[src/hw/rtl/sensor_frame_receiver_unit_macros.svh]
// assertion macros used by the sensor frame receiver rtl
`ifndef SENSOR_FRAME_RECEIVER_UNIT_MACROS_SVH
`define SENSOR_FRAME_RECEIVER_UNIT_MACROS_SVH

`ifndef SYNTH
// antecedent holds in the same cycle as the consequent
`define SFR_ASSERT_IMPLIES(label, clk, rst, ante, cons) \
  label: assert property (@(posedge clk) disable iff (rst) (ante) |-> (cons)) \
    else $error("sfr assertion failed");
// consequent holds in the cycle after the antecedent
`define SFR_ASSERT_NEXT(label, clk, rst, ante, cons) \
  label: assert property (@(posedge clk) disable iff (rst) (ante) |=> (cons)) \
    else $error("sfr assertion failed");
`else
`define SFR_ASSERT_IMPLIES(label, clk, rst, ante, cons)
`define SFR_ASSERT_NEXT(label, clk, rst, ante, cons)
`endif

`endif

[src/hw/rtl/sfr_pkg.sv]
// types and constants of the sensor frame receiver
`timescale 1ns / 1ps

package sfr_pkg;

  localparam int unsigned BYTE_W = 8;

  // register map
  localparam int unsigned APB_ADDR_W = 3;
  localparam logic [APB_ADDR_W-1:0] REG_HEADER_BYTE = 3'd0;
  localparam logic [BYTE_W-1:0] HEADER_BYTE_RESET = 8'h5A;

  // frame byte positions of the value fields
  localparam int unsigned TEMP_BYTE     = 4;
  localparam int unsigned PRESS_BYTE    = 6;
  localparam int unsigned HUM_BYTE      = 10;
  localparam int unsigned ALT_BYTE      = 12;
  localparam int unsigned FIRST_VAL_BYTE = 4;
  localparam int unsigned LAST_VAL_BYTE  = 13;

  // result payload width, padded to whole bytes
  localparam int unsigned RESULT_BITS = 81;
  localparam int unsigned RESULT_W = 88;

  // control from the frame controller to the cell chain and result register
  typedef struct packed {
    logic shift_en;
    logic frame_done;
    logic checksum_ok;
  } sfr_ctl_t;

endpackage

[src/hw/rtl/sfr_cell.sv]
// one byte cell of the frame shift chain
`timescale 1ns / 1ps

module sfr_cell (
  input  logic                          clk,
  input  logic                          shift_en,
  input  logic [sfr_pkg::BYTE_W-1:0]    d,
  output logic [sfr_pkg::BYTE_W-1:0]    q
);

  // take the neighbor's byte on every shift
  always_ff @(posedge clk) begin
    if (shift_en) begin
      q <= d;
    end
  end

endmodule

[src/hw/rtl/sfr_ctrl.sv]
// header hunt, byte position and running checksum of the frame receiver
`timescale 1ns / 1ps
`include "sensor_frame_receiver_unit_macros.svh"

module sfr_ctrl #(
  parameter int unsigned FRAME_BYTES = 15
) (
  input  logic                        clk,
  input  logic                        rst,
  input  logic                        accept,
  input  logic [sfr_pkg::BYTE_W-1:0]  rx_byte,
  input  logic [sfr_pkg::BYTE_W-1:0]  header_byte,
  output sfr_pkg::sfr_ctl_t           ctl
);

  localparam int unsigned PosW = $clog2(FRAME_BYTES);
  localparam logic [PosW-1:0] LastPos = PosW'(FRAME_BYTES - 1);

  logic [PosW-1:0]               pos;
  logic [PosW-1:0]               pos_next;
  logic [sfr_pkg::BYTE_W-1:0]    sum;
  logic [sfr_pkg::BYTE_W-1:0]    sum_next;
  logic                          hunting;
  logic                          take;
  logic                          last;

  // decide whether the item joins a frame
  always_comb begin
    hunting = (pos == '0);
    take    = accept && (!hunting || (rx_byte == header_byte));
    last    = take && (pos == LastPos);
  end

  // next position and running sum
  always_comb begin
    pos_next = pos;
    sum_next = sum;
    if (last) begin
      pos_next = '0;
      sum_next = '0;
    end else if (take) begin
      pos_next = pos + 1'b1;
      sum_next = hunting ? rx_byte : sum + rx_byte;
    end
  end

  always_ff @(posedge clk) begin
    if (rst) begin
      pos <= '0;
      sum <= '0;
    end else begin
      pos <= pos_next;
      sum <= sum_next;
    end
  end

  // control out
  always_comb begin
    ctl.shift_en    = take;
    ctl.frame_done  = last;
    ctl.checksum_ok = (sum == rx_byte);
  end

  // rearm after the checksum byte
  `SFR_ASSERT_NEXT(a_rearm_after_frame, clk, rst, ctl.frame_done, pos == '0)
  // a dropped byte while hunting leaves the hunt going
  `SFR_ASSERT_NEXT(a_drop_keeps_hunting, clk, rst,
    accept && hunting && (rx_byte != header_byte), pos == '0)
  // a frame only closes at the last position
  `SFR_ASSERT_IMPLIES(a_done_at_last_pos, clk, rst, ctl.frame_done,
    take && (pos == LastPos))

endmodule

[src/hw/rtl/sensor_frame_receiver_unit.sv]
// top level of the sensor frame receiver: cell chain, control, result register, apb
//
// channel   | dir | payload
// ----------+-----+-------------------------------------------------------
// s_axis    | in  | rx_byte, one received serial byte per item
// m_axis    | out | temperature, pressure, humidity, altitude, checksum_ok
// apb       | in  | header_byte register at byte address 0
//
// one item per clock while the input is not stalled; a frame result leaves in the cycle after its last byte
// the byte chain shifts one cell per accepted frame byte, bytes out of a
// frame are dropped without shifting
// synchronous active-high reset clears position, sum, result valid and
// sets header_byte to 0x5a
// input stalls only while a result is held and the output is not ready
`timescale 1ns / 1ps

module sensor_frame_receiver_unit #(
  parameter int unsigned FRAME_BYTES = 15
) (
  input  logic                                 clk,
  input  logic                                 rst,
  // input stream
  input  logic                                 s_tvalid,
  output logic                                 s_tready,
  input  logic [7:0]                           s_tdata,   // [7:0] rx_byte
  // result stream
  output logic                                 m_tvalid,
  input  logic                                 m_tready,
  // [15:0] temperature_raw, [47:16] pressure_raw, [63:48] humidity_raw,
  // [79:64] altitude_raw, [80] checksum_ok, [87:81] zero
  output logic [sfr_pkg::RESULT_W-1:0]         m_tdata,
  // configuration
  input  logic                                 psel,
  input  logic                                 penable,
  input  logic                                 pwrite,
  input  logic [sfr_pkg::APB_ADDR_W-1:0]       paddr,
  input  logic [31:0]                          pwdata,
  output logic [31:0]                          prdata,
  output logic                                 pready
);

  localparam int unsigned Cells = FRAME_BYTES - 1;

  logic [sfr_pkg::BYTE_W-1:0] header_byte;
  logic                       accept;
  sfr_pkg::sfr_ctl_t          ctl;
  logic [sfr_pkg::BYTE_W-1:0] cell_q [Cells];
  logic [sfr_pkg::BYTE_W-1:0] fbyte [sfr_pkg::FIRST_VAL_BYTE:sfr_pkg::LAST_VAL_BYTE];
  logic [sfr_pkg::RESULT_BITS-1:0] result;

  // apb register
  assign pready = 1'b1;
  assign prdata = {24'd0, header_byte};

  always_ff @(posedge clk) begin
    if (rst) begin
      header_byte <= sfr_pkg::HEADER_BYTE_RESET;
    end else if (psel && penable && pwrite && pready
                 && (paddr == sfr_pkg::REG_HEADER_BYTE)) begin
      header_byte <= pwdata[sfr_pkg::BYTE_W-1:0];
    end
  end

  // input handshake: the result register parts the two sides
  assign s_tready = !m_tvalid || m_tready;
  assign accept   = s_tvalid && s_tready;

  sfr_ctrl #(
    .FRAME_BYTES (FRAME_BYTES)
  ) u_ctrl (
    .clk         (clk),
    .rst         (rst),
    .accept      (accept),
    .rx_byte     (s_tdata),
    .header_byte (header_byte),
    .ctl         (ctl)
  );

  // byte chain: cell 0 takes the new byte, older bytes move up
  for (genvar i = 0; i < Cells; i++) begin : g_cell
    if (i == 0) begin : g_head
      sfr_cell u_cell (
        .clk      (clk),
        .shift_en (ctl.shift_en),
        .d        (s_tdata),
        .q        (cell_q[i])
      );
    end else begin : g_body
      sfr_cell u_cell (
        .clk      (clk),
        .shift_en (ctl.shift_en),
        .d        (cell_q[i-1]),
        .q        (cell_q[i])
      );
    end
  end

  // frame byte k sits in cell FRAME_BYTES-2-k when the checksum byte arrives
  for (genvar k = sfr_pkg::FIRST_VAL_BYTE; k <= sfr_pkg::LAST_VAL_BYTE; k++) begin : g_byte
    if (k <= FRAME_BYTES - 2) begin : g_cell_byte
      assign fbyte[k] = cell_q[FRAME_BYTES-2-k];
    end else if (k == FRAME_BYTES - 1) begin : g_sum_byte
      assign fbyte[k] = s_tdata;
    end else begin : g_absent
      assign fbyte[k] = '0;
    end
  end

  // assemble the big-endian value fields
  assign result = {
    ctl.checksum_ok,
    fbyte[sfr_pkg::ALT_BYTE], fbyte[sfr_pkg::ALT_BYTE+1],
    fbyte[sfr_pkg::HUM_BYTE], fbyte[sfr_pkg::HUM_BYTE+1],
    fbyte[sfr_pkg::PRESS_BYTE], fbyte[sfr_pkg::PRESS_BYTE+1],
    fbyte[sfr_pkg::PRESS_BYTE+2], fbyte[sfr_pkg::PRESS_BYTE+3],
    fbyte[sfr_pkg::TEMP_BYTE], fbyte[sfr_pkg::TEMP_BYTE+1]
  };

  // result register
  always_ff @(posedge clk) begin
    if (rst) begin
      m_tvalid <= 1'b0;
    end else if (ctl.frame_done) begin
      m_tvalid <= 1'b1;
    end else if (m_tready) begin
      m_tvalid <= 1'b0;
    end
  end

  always_ff @(posedge clk) begin
    if (ctl.frame_done) begin
      m_tdata <= {(sfr_pkg::RESULT_W - sfr_pkg::RESULT_BITS)'(0), result};
    end
  end

endmodule

[config.mk]
export PLATFORM = sky130hd
export DESIGN_NAME = sensor_frame_receiver_unit
export DESIGN_NICKNAME = d
export VERILOG_FILES = /design/src/hw/rtl/sfr_pkg.sv /design/src/hw/rtl/sfr_cell.sv /design/src/hw/rtl/sfr_ctrl.sv /design/src/hw/rtl/sensor_frame_receiver_unit.sv
export VERILOG_INCLUDE_DIRS = /design/src /design/src/hw/rtl
export SDC_FILE = /design/constraint.sdc
export NUM_CORES = 1
export LEC_CHECK = 0
export ABC_AREA = 1
export BUFFER_PORTS_ARGS = -buffer_cell sky130_fd_sc_hd__buf_2
export CAP_MARGIN = 20
export CORE_ASPECT_RATIO = 0.8
export CORE_MARGIN = 1
export CORE_UTILIZATION = 53
export DETAILED_ROUTE_END_ITERATION = 16
export PLACE_DENSITY = 0.8
export SYNTH_ARGS = -nofsm -noshare
export SYNTH_HDL_FRONTEND = slang
export SYNTH_HIERARCHICAL = 1
export SYNTH_SLANG_ARGS = --single-unit
[constraint.sdc]
create_clock -name clk -period 2.81 [get_ports clk]
set_input_delay 0.4215 -clock clk [delete_from_list [all_inputs] [get_ports clk]]
set_output_delay 0.4215 -clock clk [all_outputs]
set_load 0.02 [all_outputs]
# Yosys cells after proc, flatten, opt, wreduce, memory -nomap -nowiden
# Index checks and enable logic that the tools add are counted.
# Widths: inputs -> output; s select.
[totals]
register_bits = 182
in_bits = 50
output_inout_bits = 123
wordCells = 37
[classes]
add_sub_neg = 2
eq_ne = 3
n_mux = 3
n_reduce_logical = 14
[ops]
columns = ["operator", "count"]
rows = [
  ["$eq 8x8->1", 2],
  ["$add 8x8->8", 1],
  ["$mux 8", 1],
  ["$logic_and 1x1->1", 6],
  ["$add 4x1->4 const B", 1],
  ["$eq 4x4->1 const B", 1],
  ["$logic_not 4->1", 1],
  ["$logic_not 3->1", 1],
  ["$logic_not 1->1", 2],
  ["$logic_or 1x1->1", 2],
  ["$mux 1", 2],
  ["$reduce_bool 2->1", 1],
  ["$reduce_or 2->1", 1],
]

# Depth between registers and ports, before layout
# Gate-level depths: netlist (run 1).
[logic_depth]
word_depth = 6
mapped_depth = 13
ltp_nobuf = 13

# Hierarchy
# The synthesis (run 1) kept the hierarchy.
[by_module_without_submodules]
columns = ["module", "n_inst", "cells_each", "area_each_um2", "seq_area_each_um2"]
rows = [
  ["sensor_frame_receiver_unit", 1, 171, 3101.7, 2612.5],
  ["sfr_cell", 10, 8, 240.2, 240.2],
  ["sfr_ctrl", 1, 190, 1275.0, 240.2],
]

# Least setup slack after synthesis (run 1)
# OpenSTA, ideal clock, no wires.
[synth_timing]
path_kind = "in2reg"
from = "in m_tready"
to = "reg g_cell[0].g_head.u_cell/q[0] (netlist name) (enable)"
setup_ns = 0.381
arrival_ns = 1.907
required_ns = 2.429
setup_slack_ns = 0.522
stages = 6
path_buffers = 2
cell_sequence = "inv_1 a21boi_0 buf_2 inv_1 a21oi_4 buf_4"
[synth_via]
elab_chain_cells = 3
[synth_rtl]
columns = ["item", "line", "rtl"]
rows = [
  ["from (decl)", "sensor_frame_receiver_unit.sv:28", "input logic m_tready,"],
  ["$logic_or 1x1->1", "sensor_frame_receiver_unit.sv:65", "assign s_tready = !m_tvalid || m_tready;"],
  ["$logic_and 1x1->1", "sensor_frame_receiver_unit.sv:66", "assign accept = s_tvalid && s_tready;"],
  ["named net accept", "sensor_frame_receiver_unit.sv:45", "logic accept;"],
  ["$logic_and 1x1->1", "sfr_ctrl.sv:30", "take = accept && (!hunting || (rx_byte == header_byte));"],
  ["named net u_ctrl.take", "sfr_ctrl.sv:24", "logic take;"],
  ["to (signal assigned)", "sfr_cell.sv:14", "q <= d;"],
  ["to (decl)", "sfr_cell.sv:8", "output logic [sfr_pkg::BYTE_W-1:0] q"],
]
# The timed path passes the listed nets, and every way through them passes these cells.
# A chain may end at the register's enable or synchronous reset.

==> metrics.json, run 1 <==
{
  "outcome": {
    "outcome": "complete, no violations"
  },
  "timing": {
    "worst_slew_pin_slew_ns": 0.543,
    "finalHoldWorstSlack_ns": 0.225,
    "postLayoutSetupSlackWorst_ns": 0.593,
    "setup-violations-final": 0,
    "finClkSkew_ns": 0.0102,
    "fmax_mhz": 451,
    "tcrit_tclk_final_pct": 78.9,
    "rsz0062_at_grt": "false",
    "timing.final.hold_violations": 0,
    "maxSlewHeadroom_pct": 63.5,
    "slew_viol_final": 0,
    "setup-tns-final_ns": 0,
    "fin_crit_ns": 2.22
  },
  "clock_network": {
    "clock_path_buffers": 2,
    "cts_hold_buf": 0,
    "worstSkewPairLatency_ns": 0.42,
    "postCtsSetupBuffers": 0,
    "clock-sinks": 182,
    "cts_tree": "done",
    "resized_after_cts": 0,
    "clk_root_buffer_cell": "sky130_fd_sc_hd__clkbuf_16",
    "path_clk_slew_ns": 0.06,
    "cts_inserted_buffers": 17,
    "cts_max_level": 4
  },
  "critical_path": {
    "worst-endpoint-arrival_ns": 2.32,
    "maximum_fanout_along_the_worst_path": 20,
    "worst_setup_path_end_kind": "register",
    "startpoint_type": "register",
    "worstSetupPathType": "register to register",
    "worst-endpoint-required_ns": 2.91
  },
  "detailed_routing": {
    "num_vias": 3598,
    "detail_route.wirelength_um": 10600,
    "route.antenna.remaining_nets": 0,
    "detail_route.iter0.violations": 249,
    "routed_wire_length_per_instance_um": 14.0,
    "drt_pass1_iterations": 4,
    "detail_route.drc_violations": 0,
    "vias_cell": 4.75
  },
  "pwr": {
    "static-leakage-power_uw": 0.00316,
    "peakVddDrop_mv": 0.386,
    "powerDensity_nw_per_um2": 660
  },
  "cells_and_area": {
    "fraction_of_final_layout_cells_with_drive_strength_greater_than_1_pct": 31.3,
    "final.fill_count": 903,
    "postLayoutCellArea_um2": 8050,
    "synthToLayoutAreaGrowth_pct": 18.7,
    "fin_nets": 636,
    "final-seq-area_um2": 5260,
    "footprint_of_the_multi_input_gates_um2": 1200,
    "instances_no_fill": 758,
    "insertedDiodeCount": 0
  },
  "global_routing": {
    "via_count_of_the_first_global_routing_pass": 3399,
    "grt_first_pass_wirelength_um": 16300,
    "number_of_antenna_violations_at_the_first_check_in_global_routing": 0,
    "groute.usage.overall_pct": 16.9,
    "largest_net_degree_at_the_start_of_global_routing": 59,
    "grt_overflow_total": 0
  },
  "die": {
    "start_util_pct": 54.9,
    "die_y_extent_um": 103,
    "area_enclosed_by_the_die_boundary_um2": 13200,
    "rows": 36,
    "die_x_um": 128,
    "floorplan.core_area_um2": 12300,
    "design.portCount": 173
  },
  "placement": {
    "dpl.cell_count": 727,
    "pre_cts_slack_ns": 0.563,
    "place.gp.congestion": 0.814,
    "detailed_place.area_um2": 7480,
    "post-dp-hpwl_um": 7250,
    "port_buffers": 116
  },
  "hold_path": {
    "timing.hold.worst.class": "input port to register"
  },
  "logic_synthesis": {
    "synthArstFlopShare_pct": 0,
    "synth_cells": 441,
    "synth_seq_area_share_pct": 77.5,
    "ys_seq_elements": 182,
    "syn_avg_cell_area_um2": 15.4,
    "synth.cell_area_um2": 6780,
    "ys_dominant_reg_cell": "sky130_fd_sc_hd__edfxtp_1",
    "number_of_synthesized_flops_with_an_enable_pin": 161,
    "synth-warning-count": 6,
    "netlist-cell-type-count": 33
  },
  "flow_run": {
    "max_cap_viol": 0
  }
}
registers in the layout (all words and copies together) (netlist names):
register / cells
u_ctrl/sum: 8
m_tdata: 81
m_tvalid: 1
u_ctrl/pos: 4
g_cell.g_head.u_cell/q: 8
header_byte: 8
g_cell.g_body.u_cell/q: 72
power breakdown:
group / internal (uW) / switching, uW / total, uW
clock: 1340 / 921 / 2260
combinational: 38.0 / 107 / 145
sequential: 2910 / 3.15 / 2910
total: 4280 / 1030 / 5310
area by class of cell:
class | instances | area share (%)
tap | 171 | 2.66
clock buffer | 21 | 5.60
timing repair buffer | 122 | 8.24
sequential | 182 | 65.3
clock inverter | 10 | 1.49
inverter | 38 | 1.85
multi-input combinational | 214 | 14.9
placed cells by master (no fill, tap or decap), types with 2 or more instances in the layout:
master,netlist,layout
sky130_fd_sc_hd__edfxtp_1,161,161
sky130_fd_sc_hd__buf_2,1,116
sky130_fd_sc_hd__nand2_1,80,80
sky130_fd_sc_hd__inv_1,35,34
sky130_fd_sc_hd__conb_1,2,32
sky130_fd_sc_hd__nand3_1,30,30
sky130_fd_sc_hd__dfxtp_1,21,21
sky130_fd_sc_hd__clkbuf_16,0,17
sky130_fd_sc_hd__nor2_1,12,12
sky130_fd_sc_hd__a21oi_2,11,11
sky130_fd_sc_hd__ha_1,10,10
sky130_fd_sc_hd__nand2_4,5,5
sky130_fd_sc_hd__nor2_2,4,4
sky130_fd_sc_hd__a21oi_1,4,4
sky130_fd_sc_hd__clkinv_2,0,4
sky130_fd_sc_hd__xnor2_1,4,4
sky130_fd_sc_hd__clkbuf_1,0,3
sky130_fd_sc_hd__inv_6,1,3
sky130_fd_sc_hd__buf_4,34,3
sky130_fd_sc_hd__buf_12,1,3
sky130_fd_sc_hd__xor2_1,3,3
sky130_fd_sc_hd__o21ai_0,3,3
sky130_fd_sc_hd__inv_2,2,2
sky130_fd_sc_hd__nand2_2,2,2
sky130_fd_sc_hd__nand3_4,2,2
sky130_fd_sc_hd__bufinv_16,0,2
sky130_fd_sc_hd__or2_2,2,2
sky130_fd_sc_hd__nand3b_1,2,2
critical path, stage by stage (launching register included):
cell and delay, ns:
sky130_fd_sc_hd__dfxtp_1 0.38, sky130_fd_sc_hd__inv_1 0.10, sky130_fd_sc_hd__ha_1 0.21, sky130_fd_sc_hd__inv_1 0.07, sky130_fd_sc_hd__nor2_2 0.05, sky130_fd_sc_hd__nand2_4 0.14, sky130_fd_sc_hd__inv_6 0.09, sky130_fd_sc_hd__nand2_8 0.12
sky130_fd_sc_hd__nand3_4 0.09, sky130_fd_sc_hd__clkinv_2 0.32, sky130_fd_sc_hd__buf_4 0.30
logic make-up (layout without fill, tap and decap cells):
group | count (synthesis) | in the layout | synth area share (%)
fa+ha+maj | 11 | 11 | 2.14
compound gates | 20 | 20 | 2.29
other cells | 2 | 32 | 0.111
simple gates | 144 | 144 | 10.6
flops | 182 | 182 | 77.5
buf+inv | 75 | 191 | 6.48
xor+xnor | 7 | 7 | 0.904
metrics by stage:
stage          total power (uW)  utilization, %
2_1_floorplan              3100               -
3_3_place_gp               3110            60.6
3_5_place_dp               3110            60.6
4_1_cts                    5360            65.2
5_1_grt                    5490            65.2
6_report                   5310            65.2
path summary, 6_finish.rpt:
path	start	end	slack (ns)	depth (start not counted)
max	u_ctrl/pos[0]$_SDFFE_PP0P_	m_tdata[8]$_DFFE_PP_	0.59	10
max reg2reg	u_ctrl/pos[0]$_SDFFE_PP0P_	m_tdata[8]$_DFFE_PP_	0.59	10
min	rst	m_tvalid$_SDFFE_PP0P_	0.22	2
min reg2reg	g_cell[9].g_body.u_cell/q[6]$_DFFE_PP_	m_tdata[14]$_DFFE_PP_	0.42	0
synth_stat cells, types with 3 or more instances:
master	n	area share, %
sky130_fd_sc_hd__nor2_1	12	0.66
sky130_fd_sc_hd__nand3_1	30	2.2
sky130_fd_sc_hd__dfxtp_1	21	6.2
sky130_fd_sc_hd__xor2_1	3	0.39
sky130_fd_sc_hd__inv_1	35	1.9
sky130_fd_sc_hd__nand2_1	80	4.4
sky130_fd_sc_hd__o21ai_0	3	0.22
sky130_fd_sc_hd__xnor2_1	4	0.52
sky130_fd_sc_hd__nand2_4	5	0.83
sky130_fd_sc_hd__a21oi_1	4	0.30
sky130_fd_sc_hd__edfxtp_1	161	71
sky130_fd_sc_hd__buf_4	34	3.8
sky130_fd_sc_hd__a21oi_2	11	1.4
sky130_fd_sc_hd__ha_1	10	1.8
sky130_fd_sc_hd__nor2_2	4	0.37
metal layers:
metal | vias up | part of all wire [%] | GRT usage, %
li1 | 1735 | - | -
met1 | 1743 | 43 | 20.5
met2 | 110 | 50 | 27.5
met3 | 10 | 5.2 | 5.71
met4 | 0 | 0.97 | 8.51
met5 | - | 0 | 0
Note: power is estimated with default switching activity, not from simulation.
==> run 2, diff against run 1 <==
==> constraint.sdc (replaced) <==
create_clock -name clk -period 2.15 [get_ports clk]
set_input_delay 0.3225 -clock clk [delete_from_list [all_inputs] [get_ports clk]]
set_output_delay 0.3225 -clock clk [all_outputs]
set_load 0.02 [all_outputs]
==> run 2 against run 1 <==
Cell area about the same; flip-flop and latch count unchanged; count of clock-buffer cells in the layout up 3; clock power up 29%; sequential share of layout area about the same; clock skew down 0.0036 ns.
==> metrics.json, run 2 (synthesis gave the netlist of run 1 again) <==
{
  "global_routing": {
    "grt_first_pass_wirelength": {"value": 16900, "unit": "um", "change": "was 16300 um"},
    "largest_net_degree_at_the_start_of_global_routing": {"value": 52, "change": "was 59"},
    "grt_overflow_total": {"value": 0, "change": "unchanged"},
    "groute.usage.overall": {"value": 17.6, "unit": "%", "change": "was 16.9%"},
    "via_count_of_the_first_global_routing_pass": {"value": 3409, "change": "was 3399"},
    "number_of_antenna_violations_at_the_first_check_in_global_routing": {"value": 0, "change": "unchanged"}
  },
  "cells_and_area": {
    "postLayoutCellArea": {"value": 8050, "unit": "um^2", "change": "about the same"},
    "largest_register": {"value": "m_tdata", "change": "unchanged"},
    "footprint_of_the_multi_input_gates": {"value": 1200, "unit": "um^2", "change": "unchanged"},
    "layout.core_utilization": {"value": 65.2, "unit": "%", "change": "about the same"},
    "top_library_cells_by_usage_in_the_layout_fill_and_taps_aside": {"value": "sky130_fd_sc_hd__edfxtp_1, sky130_fd_sc_hd__buf_2, sky130_fd_sc_hd__nand2_1", "change": "unchanged"},
    "final.fill_count": {"value": 905, "change": "was 903"},
    "fraction_of_final_layout_cells_with_drive_strength_greater_than_1": {"value": 31.0, "unit": "%", "change": "was 31.3%"},
    "layout_top_registers": {"value": "m_tdata (81), g_cell.g_body.u_cell/q (72)", "change": "unchanged"},
    "fin_nets": {"value": 635, "change": "was 636"},
    "largest_reg_flops": {"value": 81, "change": "unchanged"},
    "most_common_library_cell_in_the_layout_ignoring_fill_and_taps": {"value": "sky130_fd_sc_hd__edfxtp_1", "change": "unchanged"},
    "synthToLayoutAreaGrowth": {"value": 18.7, "unit": "%", "change": "about the same"},
    "insertedDiodeCount": {"value": 0, "change": "unchanged"},
    "final-seq-area": {"value": 5260, "unit": "um^2", "change": "unchanged"}
  },
  "clock_network": {
    "clock-sinks": {"value": 182, "change": "unchanged"},
    "postCtsSetupBuffers": {"value": 0, "change": "unchanged"},
    "resized_after_cts": {"value": 0, "change": "unchanged"},
    "path_clk_slew": {"value": 0.06, "unit": "ns", "change": "about the same"},
    "cts_inserted_buffers": {"value": 17, "change": "unchanged"},
    "cts_max_level": {"value": 4, "change": "unchanged"},
    "cts_tree": {"value": "done", "change": "unchanged"},
    "cts_hold_buf": {"value": 0, "change": "unchanged"},
    "clock_path_buffers": {"value": 2, "change": "unchanged"},
    "worstSkewPairLatency": {"value": 0.41, "unit": "ns", "change": "was 0.42 ns"},
    "clk_root_buffer_cell": {"value": "sky130_fd_sc_hd__clkbuf_16", "change": "unchanged"}
  },
  "pwr": {
    "powerDensity": {"value": 858, "unit": "nW/um^2", "change": "was 660 nW/um^2"},
    "static-leakage-power": {"value": 0.00314, "unit": "uW", "change": "was 0.00316 uW"},
    "total_power": {"value": 6910, "unit": "uW", "change": "was 5310 uW"},
    "peakVddDrop": {"value": 0.536, "unit": "mV", "change": "was 0.386 mV"}
  },
  "critical_path": {
    "regToRegEndpoint": {"value": "m_tdata[34]$_DFFE_PP_", "change": "was m_tdata[8]$_DFFE_PP_"},
    "worst_setup_path_end_kind": {"value": "register", "change": "unchanged"},
    "r2r-start": {"value": "u_ctrl/pos[0]$_SDFFE_PP0P_", "change": "unchanged"},
    "last_element_of_the_critical_path": {"value": "m_tdata[34]$_DFFE_PP_", "change": "was m_tdata[8]$_DFFE_PP_"},
    "worst-endpoint-arrival": {"value": 2.07, "unit": "ns", "change": "was 2.32 ns"},
    "maximum_fanout_along_the_worst_path": {"value": 51, "change": "was 20"},
    "rr_worst_depth": {"value": 10, "change": "unchanged"},
    "worstSetupPathType": {"value": "register to register", "change": "unchanged"},
    "worst-endpoint-required": {"value": 2.24, "unit": "ns", "change": "was 2.91 ns"},
    "rrSetupSlack": {"value": 0.17, "unit": "ns", "change": "was 0.59 ns"},
    "startpoint_type": {"value": "register", "change": "unchanged"},
    "crit_start": {"value": "u_ctrl/pos[0]$_SDFFE_PP0P_", "change": "unchanged"}
  },
  "timing": {
    "finClkSkew": {"value": 0.00658, "unit": "ns", "change": "was 0.0102 ns"},
    "rsz0062_at_grt": {"value": "false", "change": "unchanged"},
    "slew_viol_final": {"value": 0, "change": "unchanged"},
    "tcrit_tclk_final": {"value": 92.2, "unit": "%", "change": "was 78.9%"},
    "timing.final.hold_violations": {"value": 0, "change": "unchanged"},
    "fin_crit": {"value": 1.98, "unit": "ns", "change": "was 2.22 ns"},
    "fmax": {"value": 505, "unit": "MHz", "change": "was 451 MHz"},
    "setup-violations-final": {"value": 0, "change": "unchanged"},
    "setup-tns-final": {"value": 0, "unit": "ns", "change": "unchanged"}
  },
  "detailed_routing": {
    "drt_pass1_iterations": {"value": 4, "change": "unchanged"},
    "vias_cell": {"value": 4.72, "change": "was 4.75"},
    "route.antenna.remaining_nets": {"value": 0, "change": "unchanged"},
    "detail_route.wirelength": {"value": 11100, "unit": "um", "change": "was 10600 um"},
    "routed_wire_length_per_instance": {"value": 14.6, "unit": "um", "change": "was 14.0 um"},
    "detail_route.iter0.violations": {"value": 182, "change": "was 249"},
    "num_vias": {"value": 3576, "change": "was 3598"},
    "detail_route.drc_violations": {"value": 0, "change": "unchanged"}
  },
  "hold_path": {
    "timing.hold.worst.class": {"value": "input port to register", "change": "unchanged"},
    "worst_hold_path.num_cells": {"value": 3, "change": "was 2"}
  },
  "flow_run": {
    "max_cap_viol": {"value": 0, "change": "unchanged"}
  },
  "placement": {
    "place.gp.congestion": {"value": 0.830, "change": "was 0.814"},
    "post-dp-hpwl": {"value": 7520, "unit": "um", "change": "was 7250 um"},
    "port_buffers": {"value": 116, "change": "unchanged"},
    "detailed_place.area": {"value": 7480, "unit": "um^2", "change": "about the same"}
  },
  "die": {
    "rows": {"value": 36, "change": "unchanged"},
    "floorplan.core_area": {"value": 12300, "unit": "um^2", "change": "unchanged"},
    "start_util": {"value": 54.9, "unit": "%", "change": "unchanged"},
    "die_x": {"value": 128, "unit": "um", "change": "unchanged"},
    "design.portCount": {"value": 173, "change": "unchanged"},
    "die_y_extent": {"value": 103, "unit": "um", "change": "unchanged"},
    "area_enclosed_by_the_die_boundary": {"value": 13200, "unit": "um^2", "change": "unchanged"}
  },
  "outcome": {
    "outcome": {"value": "complete, no violations", "change": "unchanged"}
  }
}
-- run 2: cell count changes in the layout (fill, tap and decap cells not counted) --
cell | previous run | this run
sky130_fd_sc_hd__buf_12 | 3 | 4
sky130_fd_sc_hd__buf_4 | 3 | 1
sky130_fd_sc_hd__bufinv_16 | 2 | 1
sky130_fd_sc_hd__clkbuf_1 | 3 | 5
sky130_fd_sc_hd__clkbuf_8 | 1 | 2
sky130_fd_sc_hd__clkinv_2 | 4 | 1
sky130_fd_sc_hd__clkinvlp_4 | 1 | 3
-- run 2: worst min path at each step --
stage | start | endpoint | slack, ns
2_1_floorplan | rst | m_tvalid$_SDFFE_PP0P_ | 0.39
3_3_place_gp | g_cell[9].g_body.u_cell/q[2]$_DFFE_PP_ | m_tdata[10]$_DFFE_PP_ | 0.40
3_5_place_dp | g_cell[9].g_body.u_cell/q[3]$_DFFE_PP_ | m_tdata[11]$_DFFE_PP_ | 0.41
4_1_cts | pwdata[3] | header_byte[3]$_SDFFE_PP1P_ | 0.10
5_1_grt | pwdata[1] | header_byte[1]$_SDFFE_PP1P_ | 0.11
6_report | pwdata[3] | header_byte[3]$_SDFFE_PP1P_ | 0.12
-- run 2: critical path, stage by stage (launching register included) --
cell                       delay, ns
sky130_fd_sc_hd__dfxtp_1        0.39
sky130_fd_sc_hd__inv_1          0.10
sky130_fd_sc_hd__ha_1           0.21
sky130_fd_sc_hd__inv_1          0.07
sky130_fd_sc_hd__nor2_2         0.05
sky130_fd_sc_hd__nand2_4        0.15
sky130_fd_sc_hd__inv_6          0.09
sky130_fd_sc_hd__nand2_8        0.12
sky130_fd_sc_hd__nand3_4        0.09
sky130_fd_sc_hd__clkinv_2       0.09
sky130_fd_sc_hd__buf_12         0.26
-- run 2: layout make-up --
type / count / share of cell area, %
inverters: 38 / 1.85
flip-flops and latches: 182 / 65.3
multi-input cells: 214 / 14.9
clock inverters: 8 / 1.12
repair buffers: 121 / 8.30
clock buffers: 24 / 5.86
well taps: 171 / 2.66
-- run 2: through the flow --
stage / hold slack (ns) / worst slack (ns) / cells
2_1_floorplan: 0.392 / 0.0303 / 471
3_3_place_gp: 0.404 / 0.265 / 726
3_5_place_dp: 0.406 / 0.181 / 726
4_1_cts: 0.102 / 0.155 / 758
5_1_grt: 0.114 / 0.00760 / 758
6_report: 0.123 / 0.168 / 758
-- run 2: power breakdown --
group          switching (uW)  total [uW]  internal, uW  leakage (uW)
Sequential               4.39        3810          3800       0.00161
Clock                    1240        2910          1680      0.000264
Combinational             139         189          49.9       0.00126
Total                    1380        6910          5530       0.00314
-- run 2: routing by layer --
layer / track usage (%) / vias up / part of all wire [%]
met4: 7.06 / 0 / 0.45
met5: 0 / - / 0
li1: - / 1731 / -
met3: 6.33 / 4 / 6.4
met1: 21.5 / 1710 / 43
met2: 28.9 / 131 / 50
==> run 3, diff against run 2 <==
--- a/config.mk
+++ b/config.mk
@@ -11,10 +11,10 @@
 export CAP_MARGIN = 20
 export CORE_ASPECT_RATIO = 0.8
 export CORE_MARGIN = 1
-export CORE_UTILIZATION = 53
+export CORE_UTILIZATION = 52
 export DETAILED_ROUTE_END_ITERATION = 16
-export PLACE_DENSITY = 0.8
+export PLACE_DENSITY = 0.79
+export SLEW_MARGIN = 20
 export SYNTH_ARGS = -nofsm -noshare
 export SYNTH_HDL_FRONTEND = slang
-export SYNTH_HIERARCHICAL = 1
 export SYNTH_SLANG_ARGS = --single-unit
==> run 3 against run 2 <==
Area after synthesis fell by 1.8%; register-to-register slack improved by 0.19 ns; cell area down 0.33%; global-route usage fell by 0.87 points; worst setup slack better by 0.19 ns; sequential share of layout area increased by 0.54 points; hold slack got worse by 0.061 ns; maximum frequency increased by 11%; clock skew rose by 0.0013 ns; clock power rose by 3%; count of clock-buffer cells in the layout fell by 5; flip-flop and latch count did not move.
==> metrics.json, run 3 <==
{
  "cells_and_area": {
    "final.fill_count": {"value": 899, "change": "was 905"},
    "most_common_library_cell_in_the_layout_ignoring_fill_and_taps": {"value": "sky130_fd_sc_hd__edfxtp_1", "change": "unchanged"},
    "largest_reg_flops": {"value": 81, "change": "unchanged"},
    "instances_no_fill": {"value": 743, "change": "was 758"},
    "insertedDiodeCount": {"value": 0, "change": "unchanged"},
    "top_library_cells_by_usage_in_the_layout_fill_and_taps_aside": {"value": "sky130_fd_sc_hd__edfxtp_1, sky130_fd_sc_hd__buf_2, sky130_fd_sc_hd__nand2_1", "change": "unchanged"},
    "largest_register": {"value": "m_tdata", "change": "unchanged"},
    "layout_top_registers": {"value": "m_tdata (81), g_cell.g_body.u_cell.q (72)", "change": "was m_tdata (81), g_cell.g_body.u_cell/q (72)"},
    "fin_nets": {"value": 620, "change": "was 635"},
    "synthToLayoutAreaGrowth": {"value": 20.5, "unit": "%", "change": "was 18.7%"},
    "fraction_of_final_layout_cells_with_drive_strength_greater_than_1": {"value": 33.2, "unit": "%", "change": "was 31.0%"}
  },
  "critical_path": {
    "worst_path_max_delay_cell": {"value": "sky130_fd_sc_hd__dfxtp_2", "change": "was sky130_fd_sc_hd__dfxtp_1"},
    "critical_path.most_common_cell": {"value": "sky130_fd_sc_hd__nand3_4", "change": "was sky130_fd_sc_hd__inv_1"},
    "cpPeakStageDelay": {"value": 0.34, "unit": "ns", "change": "was 0.39 ns"},
    "worstSetupPathType": {"value": "register to register", "change": "unchanged"},
    "maximum_fanout_along_the_worst_path": {"value": 31, "change": "was 51"},
    "crit_chain": {"value": "inv_2, ha_4, nand3_4, inv_6, nand2_8, nand3_4, clkinvlp_4, buf_12", "change": "was inv_1, ha_1, inv_1, nor2_2, nand2_4, inv_6, nand2_8, nand3_4, clkinv_2, buf_12"},
    "worst-endpoint-required": {"value": 2.32, "unit": "ns", "change": "was 2.24 ns"},
    "worst-endpoint-arrival": {"value": 1.96, "unit": "ns", "change": "was 2.07 ns"},
    "worst_setup_path_end_kind": {"value": "register", "change": "unchanged"},
    "startpoint_type": {"value": "register", "change": "unchanged"}
  },
  "logic_synthesis": {
    "ys_seq_elements": {"value": 182, "change": "unchanged"},
    "yosys.cell_count.top_type": {"value": "sky130_fd_sc_hd__edfxtp_1", "change": "unchanged"},
    "synth_cells": {"value": 423, "change": "was 441"},
    "netlist-cell-type-count": {"value": 30, "change": "was 33"},
    "synth-warning-count": {"value": 0, "change": "was 6"},
    "ys_dominant_reg_cell": {"value": "sky130_fd_sc_hd__edfxtp_1", "change": "unchanged"},
    "synth_common_cells": {"value": "sky130_fd_sc_hd__edfxtp_1, sky130_fd_sc_hd__nand2_1, sky130_fd_sc_hd__buf_4", "change": "was sky130_fd_sc_hd__edfxtp_1, sky130_fd_sc_hd__nand2_1, sky130_fd_sc_hd__inv_1"},
    "synthArstFlopShare": {"value": 0, "unit": "%", "change": "unchanged"},
    "synth.cell_area": {"value": 6660, "unit": "um^2", "change": "was 6780 um^2"},
    "number_of_synthesized_flops_with_an_enable_pin": {"value": 161, "change": "unchanged"},
    "syn_avg_cell_area": {"value": 15.7, "unit": "um^2", "change": "was 15.4 um^2"},
    "netlist.top_cell.by_area": {"value": "sky130_fd_sc_hd__edfxtp_1", "change": "unchanged"},
    "top_cells_by_area_in_the_synthesized_netlist": {"value": "sky130_fd_sc_hd__edfxtp_1, sky130_fd_sc_hd__dfxtp_1, sky130_fd_sc_hd__nand2_1, sky130_fd_sc_hd__buf_4, sky130_fd_sc_hd__ha_1", "change": "was sky130_fd_sc_hd__edfxtp_1, sky130_fd_sc_hd__dfxtp_1, sky130_fd_sc_hd__nand2_1, sky130_fd_sc_hd__buf_4, sky130_fd_sc_hd__nand3_1"},
    "synth_seq_area_share": {"value": 78.9, "unit": "%", "change": "was 77.5%"},
    "synth_top_area_share": {"value": 72.6, "unit": "%", "change": "was 71.3%"}
  },
  "pwr": {
    "powerDensity": {"value": 870, "unit": "nW/um^2", "change": "was 858 nW/um^2"},
    "static-leakage-power": {"value": 0.00306, "unit": "uW", "change": "was 0.00314 uW"},
    "sequentialPowerShare": {"value": 54.4, "unit": "%", "change": "was 55.1%"},
    "switchingPower": {"value": 1410, "unit": "uW", "change": "was 1380 uW"},
    "p_int": {"value": 5560, "unit": "uW", "change": "was 5530 uW"},
    "power.share.combinational": {"value": 2.4, "unit": "%", "change": "was 2.7%"},
    "peakVddDrop": {"value": 0.475, "unit": "mV", "change": "was 0.536 mV"},
    "switching_share": {"value": 20.3, "unit": "%", "change": "was 20.0%"},
    "clock_power_share": {"value": 43.1, "unit": "%", "change": "was 42.2%"}
  },
  "timing": {
    "fmax": {"value": 559, "unit": "MHz", "change": "was 505 MHz"},
    "tcrit_tclk_final": {"value": 83.3, "unit": "%", "change": "was 92.2%"},
    "setup-tns-final": {"value": 0, "unit": "ns", "change": "unchanged"},
    "postLayoutSetupSlackWorst": {"value": 0.359, "unit": "ns", "change": "was 0.168 ns"},
    "setup-violations-final": {"value": 0, "change": "unchanged"},
    "finClkSkew": {"value": 0.00789, "unit": "ns", "change": "was 0.00658 ns"},
    "fin_crit": {"value": 1.79, "unit": "ns", "change": "was 1.98 ns"},
    "finalHoldWorstSlack": {"value": 0.0620, "unit": "ns", "change": "was 0.123 ns"},
    "slew_viol_final": {"value": 0, "change": "unchanged"},
    "rsz0062_at_grt": {"value": "false", "change": "unchanged"},
    "timing.final.hold_violations": {"value": 0, "change": "unchanged"}
  },
  "global_routing": {
    "largest_net_degree_at_the_start_of_global_routing": {"value": 52, "change": "unchanged"},
    "grt_overflow_total": {"value": 0, "change": "unchanged"},
    "grt_first_pass_wirelength": {"value": 16100, "unit": "um", "change": "was 16900 um"},
    "groute.usage.overall": {"value": 16.7, "unit": "%", "change": "was 17.6%"},
    "via_count_of_the_first_global_routing_pass": {"value": 3225, "change": "was 3409"},
    "number_of_antenna_violations_at_the_first_check_in_global_routing": {"value": 0, "change": "unchanged"}
  },
  "clock_network": {
    "worstSkewPairLatency": {"value": 0.42, "unit": "ns", "change": "was 0.41 ns"},
    "clock_path_buffers": {"value": 2, "change": "unchanged"},
    "clock-sinks": {"value": 182, "change": "unchanged"},
    "path_clk_slew": {"value": 0.06, "unit": "ns", "change": "about the same"},
    "postCtsSetupBuffers": {"value": 0, "change": "unchanged"},
    "resized_after_cts": {"value": 0, "change": "unchanged"},
    "cts_inserted_buffers": {"value": 17, "change": "unchanged"},
    "clk_root_buffer_cell": {"value": "sky130_fd_sc_hd__clkbuf_16", "change": "unchanged"},
    "cts_hold_buf": {"value": 0, "change": "unchanged"},
    "cts_tree": {"value": "done", "change": "unchanged"},
    "cts_max_level": {"value": 4, "change": "unchanged"}
  },
  "detailed_routing": {
    "drt_pass1_iterations": {"value": 6, "change": "was 4"},
    "detail_route.drc_violations": {"value": 0, "change": "unchanged"},
    "routed_wire_length_per_instance": {"value": 14.2, "unit": "um", "change": "was 14.6 um"},
    "detail_route.iter0.violations": {"value": 191, "change": "was 182"},
    "num_vias": {"value": 3514, "change": "was 3576"},
    "detail_route.wirelength": {"value": 10500, "unit": "um", "change": "was 11100 um"},
    "route.antenna.remaining_nets": {"value": 0, "change": "unchanged"},
    "vias_cell": {"value": 4.73, "change": "was 4.72"}
  },
  "flow_run": {
    "max_cap_viol": {"value": 0, "change": "unchanged"}
  },
  "outcome": {
    "outcome": {"value": "complete, no violations", "change": "unchanged"}
  },
  "die": {
    "design.portCount": {"value": 173, "change": "unchanged"},
    "die_y_extent": {"value": 103, "unit": "um", "change": "about the same"},
    "die_x": {"value": 128, "unit": "um", "change": "about the same"},
    "floorplan.core_area": {"value": 12300, "unit": "um^2", "change": "unchanged"},
    "area_enclosed_by_the_die_boundary": {"value": 13300, "unit": "um^2", "change": "was 13200 um^2"},
    "rows": {"value": 36, "change": "unchanged"},
    "start_util": {"value": 53.9, "unit": "%", "change": "was 54.9%"}
  },
  "hold_path": {
    "timing.hold.worst.class": {"value": "input port to register", "change": "unchanged"}
  },
  "placement": {
    "dpl.cell_count": {"value": 711, "change": "was 726"},
    "post-dp-hpwl": {"value": 7150, "unit": "um", "change": "was 7520 um"},
    "place.gp.congestion": {"value": 0.842, "change": "was 0.830"},
    "port_buffers": {"value": 116, "change": "unchanged"},
    "pre_cts_slack": {"value": 0.184, "unit": "ns", "change": "was 0.181 ns"}
  }
}
-- run 3: per-layer routing --
layer | track usage (%) | vias to the layer above | part of all wire, % | wire [um]
li1 | - | 1700 | - | -
met1 | 21.3 | 1685 | 44 | 4650
met2 | 27.0 | 124 | 49 | 5150
met3 | 6.79 | 5 | 6.4 | 675
met4 | 4.25 | 0 | 0.58 | 61
met5 | 0 | - | 0 | 0
-- run 3: area by class of cell --
cell class	instances	area, um^2	area share [%]
Clock buffer	19	433	5.40
Clock inverter	13	141	1.76
Inverter	35	140	1.75
Multi-Input combinational cell	202	1130	14.1
Sequential cell	182	5280	65.9
Tap cell	171	214	2.67
Timing Repair Buffer	121	681	8.49
-- run 3: logic make-up (layout without fill, tap and decap cells) --
kind of cell | Yosys count | count (layout) | share of synthesized area [%]
compound gates | 27 | 27 | 2.84
xor+xnor | 9 | 9 | 1.18
fa+ha+maj | 11 | 11 | 2.18
buf+inv | 69 | 188 | 6.02
flops | 182 | 182 | 78.9
other cells | 2 | 32 | 0.113
simple gates | 123 | 123 | 8.72
-- run 3: worst paths after layout --
| kind | from | to | slack (ns) | depth (start not counted) |
|---|---|---|---|---|
| worst max register to register | u_ctrl.pos[0]$_SDFFE_PP0P_ | m_tdata[6]$_DFFE_PP_ | 0.36 | 8 |
| worst max-delay path | u_ctrl.pos[0]$_SDFFE_PP0P_ | m_tdata[6]$_DFFE_PP_ | 0.36 | 8 |
| worst min-delay path | rst | m_tvalid$_SDFFE_PP0P_ | 0.06 | 2 |
| worst min register to register | g_cell[9].g_body.u_cell.q[6]$_DFFE_PP_ | m_tdata[14]$_DFFE_PP_ | 0.42 | 0 |
-- run 3: critical path, delay by kind of cell, from the launching register on --
kind          cells  cell delay (ns)
fa+ha+maj         1             0.13
buf+inv           4             0.69
simple gates      3             0.36
flops             1             0.34
-- run 3: power by group through the flow --
stage | Sequential [uW] | Clock, uW | Combinational, uW
4_1_cts | 3800 | 3070 | 169
3_5_place_dp | 3880 | 0 | 168
3_3_place_gp | 3880 | 0 | 164
2_1_floorplan | 3880 | 0 | 162
6_report | 3800 | 3010 | 170
5_1_grt | 3800 | 3210 | 188
-- run 3: per-stage QoR --
stage	utilization, %	total power [uW]	instance area (um^2)
6_report	65.0	6980	8020
4_1_cts	65.0	7040	8020
5_1_grt	65.0	7190	8020
2_1_floorplan	-	4040	6820
3_5_place_dp	60.3	4040	7440
3_3_place_gp	60.3	4040	7440
